`config.mk`:
```
export PLATFORM = sky130hd
export DESIGN_NAME = rsb_ctrl
export DESIGN_NICKNAME = d
export VERILOG_FILES = /design/src/hw/rtl/rsb_pkg.sv /design/src/hw/rtl/rsb_ctrl.sv
export SDC_FILE = /design/constraint.sdc
export NUM_CORES = 1
export LEC_CHECK = 0
export BUFFER_PORTS_ARGS = -buffer_cell sky130_fd_sc_hd__buf_4
export CORE_AREA = 2 2 39 41
export CTS_CLUSTER_DIAMETER = 200
export DETAILED_ROUTE_END_ITERATION = 12
export DIE_AREA = 0 0 41 43
export PLACE_DENSITY = 0.62
export SETUP_SLACK_MARGIN = 0.2
export SLEW_MARGIN = 10
export SYNTH_ARGS = -nofsm -noshare
export SYNTH_HDL_FRONTEND = slang
export SYNTH_SLANG_ARGS = --single-unit
```
`constraint.sdc`:
```
create_clock -name clk -period 3.3 [get_ports clk]
set_input_delay 0.66 -clock clk [delete_from_list [all_inputs] [get_ports clk]]
set_output_delay 0.66 -clock clk [all_outputs]
set_load 0.01 [all_outputs]
```
`src/hw/rtl/rsb_pkg.sv`:
```
`default_nettype none

package rsb_pkg;

    localparam int CMD_W      = 4;
    localparam int INDEX_W    = 12;
    localparam int VALUE_W    = 8;
    localparam int MASK_LEN_W = 13;

    localparam logic [MASK_LEN_W-1:0] MASK_LEN_RESET = 13'd4096;

    localparam logic [CMD_W-1:0] CMD_SET_BIT    = 4'd0;
    localparam logic [CMD_W-1:0] CMD_READ_BIT   = 4'd1;
    localparam logic [CMD_W-1:0] CMD_OR_BIT     = 4'd2;
    localparam logic [CMD_W-1:0] CMD_AND_BIT    = 4'd3;
    localparam logic [CMD_W-1:0] CMD_WRITE_BYTE = 4'd4;
    localparam logic [CMD_W-1:0] CMD_FILL_ONES  = 4'd5;
    localparam logic [CMD_W-1:0] CMD_OR_BYTE    = 4'd6;
    localparam logic [CMD_W-1:0] CMD_AND_BYTE   = 4'd7;
    localparam logic [CMD_W-1:0] CMD_NONE_QUERY = 4'd8;

    // How the controller handles an incoming item
    localparam logic [1:0] KIND_RMW  = 2'd0;
    localparam logic [1:0] KIND_FILL = 2'd1;
    localparam logic [1:0] KIND_NONE = 2'd2;

    typedef struct packed {
        logic [CMD_W-1:0]   cmd;
        logic [INDEX_W-1:0] index;
        logic [VALUE_W-1:0] value;
    } req_t;

    typedef struct packed {
        logic read_bit;
        logic is_none;
        logic index_error;
    } rsp_t;

    typedef struct packed {
        logic cap;          // latch item, read its byte
        logic rmw_wr;       // write back modified byte
        logic sweep_start;
        logic sweep_wr;     // write 0xFF at sweep counter
        logic none_start;
        logic none_step;
        logic load_out;
        logic save_res;
        logic use_saved;
    } ctrl_t;

    typedef struct packed {
        logic [1:0] kind;
        logic       sweep_last;
        logic       none_done;
    } sts_t;

endpackage

`default_nettype wire

```
`src/hw/rtl/rsb_ctrl.sv`:
```
`default_nettype none

module rsb_ctrl (
    input  wire logic          clk,
    input  wire logic          rst_n,
    input  wire logic          req_valid,
    output logic               req_stall,
    output logic               rsp_valid,
    input  wire logic          rsp_stall,
    input  wire rsb_pkg::sts_t sts,
    output rsb_pkg::ctrl_t     cmd
);

    import rsb_pkg::*;

    localparam logic [2:0] ST_CLEAR  = 3'd0;
    localparam logic [2:0] ST_IDLE   = 3'd1;
    localparam logic [2:0] ST_MODIFY = 3'd2;
    localparam logic [2:0] ST_FILL   = 3'd3;
    localparam logic [2:0] ST_NONE   = 3'd4;
    localparam logic [2:0] ST_RESP   = 3'd5;

    logic [2:0] state_reg;
    logic [2:0] state_next;
    logic       out_valid_reg;
    logic       out_valid_next;
    logic       out_free;

    assign out_free  = !out_valid_reg || !rsp_stall;
    assign req_stall = (state_reg != ST_IDLE);
    assign rsp_valid = out_valid_reg;

    always_comb
    begin
        state_next = state_reg;
        cmd        = '0;
        unique case (state_reg)
            ST_CLEAR:
            begin
                cmd.sweep_wr = 1'b1;
                if (sts.sweep_last)
                begin
                    state_next = ST_IDLE;
                end
            end
            ST_IDLE:
            begin
                cmd.cap = 1'b1;
                if (req_valid)
                begin
                    unique case (sts.kind)
                        KIND_FILL:
                        begin
                            cmd.sweep_start = 1'b1;
                            state_next      = ST_FILL;
                        end
                        KIND_NONE:
                        begin
                            cmd.none_start = 1'b1;
                            state_next     = ST_NONE;
                        end
                        default:
                        begin
                            state_next = ST_MODIFY;
                        end
                    endcase
                end
            end
            ST_MODIFY:
            begin
                cmd.rmw_wr = 1'b1;
                if (out_free)
                begin
                    cmd.load_out = 1'b1;
                    state_next   = ST_IDLE;
                end
                else
                begin
                    cmd.save_res = 1'b1;
                    state_next   = ST_RESP;
                end
            end
            ST_FILL:
            begin
                cmd.sweep_wr = 1'b1;
                if (sts.sweep_last)
                begin
                    if (out_free)
                    begin
                        cmd.load_out = 1'b1;
                        state_next   = ST_IDLE;
                    end
                    else
                    begin
                        cmd.save_res = 1'b1;
                        state_next   = ST_RESP;
                    end
                end
            end
            ST_NONE:
            begin
                cmd.none_step = 1'b1;
                if (sts.none_done)
                begin
                    if (out_free)
                    begin
                        cmd.load_out = 1'b1;
                        state_next   = ST_IDLE;
                    end
                    else
                    begin
                        cmd.save_res = 1'b1;
                        state_next   = ST_RESP;
                    end
                end
            end
            ST_RESP:
            begin
                cmd.use_saved = 1'b1;
                if (out_free)
                begin
                    cmd.load_out = 1'b1;
                    state_next   = ST_IDLE;
                end
            end
            default:
            begin
                state_next = ST_IDLE;
            end
        endcase
    end

    assign out_valid_next = cmd.load_out | (out_valid_reg & rsp_stall);

    always_ff @(posedge clk or negedge rst_n)
    begin
        if (!rst_n)
        begin
            state_reg     <= ST_CLEAR;
            out_valid_reg <= 1'b0;
        end
        else
        begin
            state_reg     <= state_next;
            out_valid_reg <= out_valid_next;
        end
    end

endmodule

`default_nettype wire

```
==> flow_metrics.tcl <==
set metrics [dict create \
    grt_pass1_vias 355 \
    syn_inst 46 \
    portBuffers 18 \
    ant_nets 0 \
    num_rows 14 \
    fin_nets 74 \
    setup_viol 0 \
    peakVddDrop_mv 0.3504 \
    cts_buffer_depth 2 \
    syn_nets 54 \
    total_power_mw 0.4802 \
    cp-end-kind "primary output" \
    cp.required_ns 2.64 \
    status "complete, no violations" \
    worst-setup-path-type "register to primary output" \
    grt_max_degree 14 \
    antenna_found_initial 0 \
    die_h_um 43 \
    grt_first_pass_wirelength_um 1462 \
    crit_path_max_fanout 13 \
    synth_async_sr_flop_share_pct 100.0 \
    pwr-share-seq_pct 26.9 \
    vias 387 \
    cts.clk_slew.worst_paths_ns 0.04 \
    netlist_area_um2 374.1 \
    worstMarginPinSlew_ns 0.4290 \
    grt.overflow.total 0 \
    area_growth_pct 39.46 \
    start_util_pct 27.03 \
    gp_congestion 0.7182 \
    synthTopCellsByArea "dfrtp_1, nor2_1, a21oi_1, nand2b_1, nor2b_1" \
    placedInstanceArea_um2 499.2 \
    hold_class "input pin to async pin" \
    cts_tree "yes" \
    yosys.area.top_type "dfrtp_1" \
    pwr-share-comb_pct 60.1 \
    min_period_over_period_pct 65.46 \
    yosysSeqAreaShare_pct 26.76 \
    hold_viol 0 \
    cts_hold_buf 0 \
    dieArea_um2 1763 \
    synthTopCellsByCount "nor2_1, a21oi_1, dfrtp_1, nand2b_1, nor2b_1" \
    drt_iter0_markers 10 \
    relSlewSlack_pct 70.66 \
    n_antenna_cell 0 \
    vias_per_cell 4.838 \
    post_drt_wl_per_cell_um 10.88 \
    cell_internal_pwr_mw 0.2643 \
    maxSlewViolCount 0 \
    synth_ff_type "dfrtp_1" \
    cts_buffers 3 \
    post-cts-setup-buffers 0 \
    yosysUniqueCellTypes 23 \
    synth_seq_cells 4 \
    ys_warn_count 0 \
    postCtsResizedCells 0 \
    yosysMostFrequentCell "nor2_1" \
    finalClockSkew_ns 0.0003423 \
    largest_reg_flops 3 \
    drc 0 \
    final_util_pct 37.70 \
    rsz0062_at_grt "false" \
    power.share.switching_pct 44.95 \
    place_hpwl_um 664.7 \
    setup_tns_ns 0 \
    critPathArrivalTime_ns 1.50 \
    drive_gt1_share_pct 35.94 \
    core_um2 1384 \
    post-place-cells 77 \
    fin_area_um2 521.8 \
    finalCriticalPeriod_ns 2.160 \
    insertion_delay_ns 0.24 \
    power_per_cell_area_nw_per_um2 920.3 \
    fmax_ghz 0.4629 \
    critPathLaunchType "register" \
    root_buffer "clkbuf_4" \
    pwr-share-clk_pct 13.0 \
    grt_util_all_layers_pct 13.09 \
    synth_edf_count 0 \
    clock_sinks 4 \
    maxCapViolCount 0 \
    synth_top_area_share_pct 26.76 \
    pin_count 19 \
    first_pass_iters 2 \
    p_leak_nw 0.2441 \
    instances_no_fill 80 \
    switching_power_mw 0.2158 \
    avgSynthCellArea_um2 8.133 \
    htreeDepth 1 \
    fp.dieW_um 41 \
    wl_um 870 \
]
==> critical path: stages (launching register included) <==
cell and delay (ns):
dfrtp_1 0.55, nor3b_4 0.36, nand2_1 0.11, nor2_1 0.12
buf_4 0.12
==> power by group through the flow <==
stage / Combinational, mW / Clock [mW] / Sequential, mW
6_report: 0.289 / 0.0624 / 0.129
5_1_grt: 0.321 / 0.0682 / 0.138
4_1_cts: 0.294 / 0.0643 / 0.129
3_5_place_dp: 0.293 / 0 / 0.130
3_3_place_gp: 0.292 / 0 / 0.130
2_1_floorplan: 0.236 / 0 / 0.0896
==> cell type report <==
type,count,area (um^2)
multi-input combinational,38,240.2
inverter,1,3.754
sequential,4,100.1
fill,163,862.1
clock buffer,3,22.52
tap,16,20.02
timing repair buffer,18,135.1
==> cell families after synthesis <==
kind of cell / synth area share [%]
AOI/OAI and AO/OA: 20.07
xor gates and xnor gates: 2.342
buffers and inverters: 9.029
DFF: 26.76
muxes: 2.676
and+or+nand+nor: 39.13
==> through the flow <==
stage	hold slack [ns]	setup slack, ns
floorplan	0.3644	1.488
global placement	0.4565	1.302
detailed placement	0.4578	1.289
CTS	0.2043	1.107
global route	0.1957	0.9777
finish	0.2102	1.140
==> worst paths after layout <==
kind                                   start      endpoint  slack, ns  depth (start not counted)
worst max register to register  state_reg[1]  state_reg[2]       2.00                          4
max in group asynchronous              rst_n     rsp_valid       2.99                          1
worst max-delay path            state_reg[0]        cmd[6]       1.14                          4
worst min-delay path                   rst_n  state_reg[2]       0.21                          1
min in group clk                   rsp_valid     rsp_valid       0.61                          2
worst min register to register     rsp_valid     rsp_valid       0.61                          2
==> layout by cell type, fill, tap and decap left out <==
master | synthesis | routed
buf_4 | 1 | 18
nor2_1 | 7 | 7
a21oi_1 | 5 | 5
nand2b_1 | 4 | 4
nor2b_1 | 4 | 4
dfrtp_1 | 4 | 4
nand2_1 | 3 | 3
clkbuf_4 | 0 | 3
a31oi_1 | 2 | 2
nor3b_4 | 1 | 1
nand3b_1 | 1 | 1
o21ai_1 | 1 | 1
nor3b_2 | 1 | 1
inv_1 | 1 | 1
xor2_1 | 1 | 1
and3b_1 | 1 | 1
and3_1 | 1 | 1
o2bb2ai_1 | 1 | 1
a2111oi_0 | 1 | 1
mux2i_1 | 1 | 1
nor3_1 | 1 | 1
a32oi_1 | 1 | 1
o22ai_1 | 1 | 1
==> per-layer routing <==
metal  part of all wire (%)  up-vias  track usage [%]
li1                       -      200                -
met1                     46      172            15.58
met2                     47       15            17.19
met3                    7.2        0            4.712
met4                      0        0            12.00
met5                      0        -                0
No activity file was read; power rests on OpenSTA's default activity.
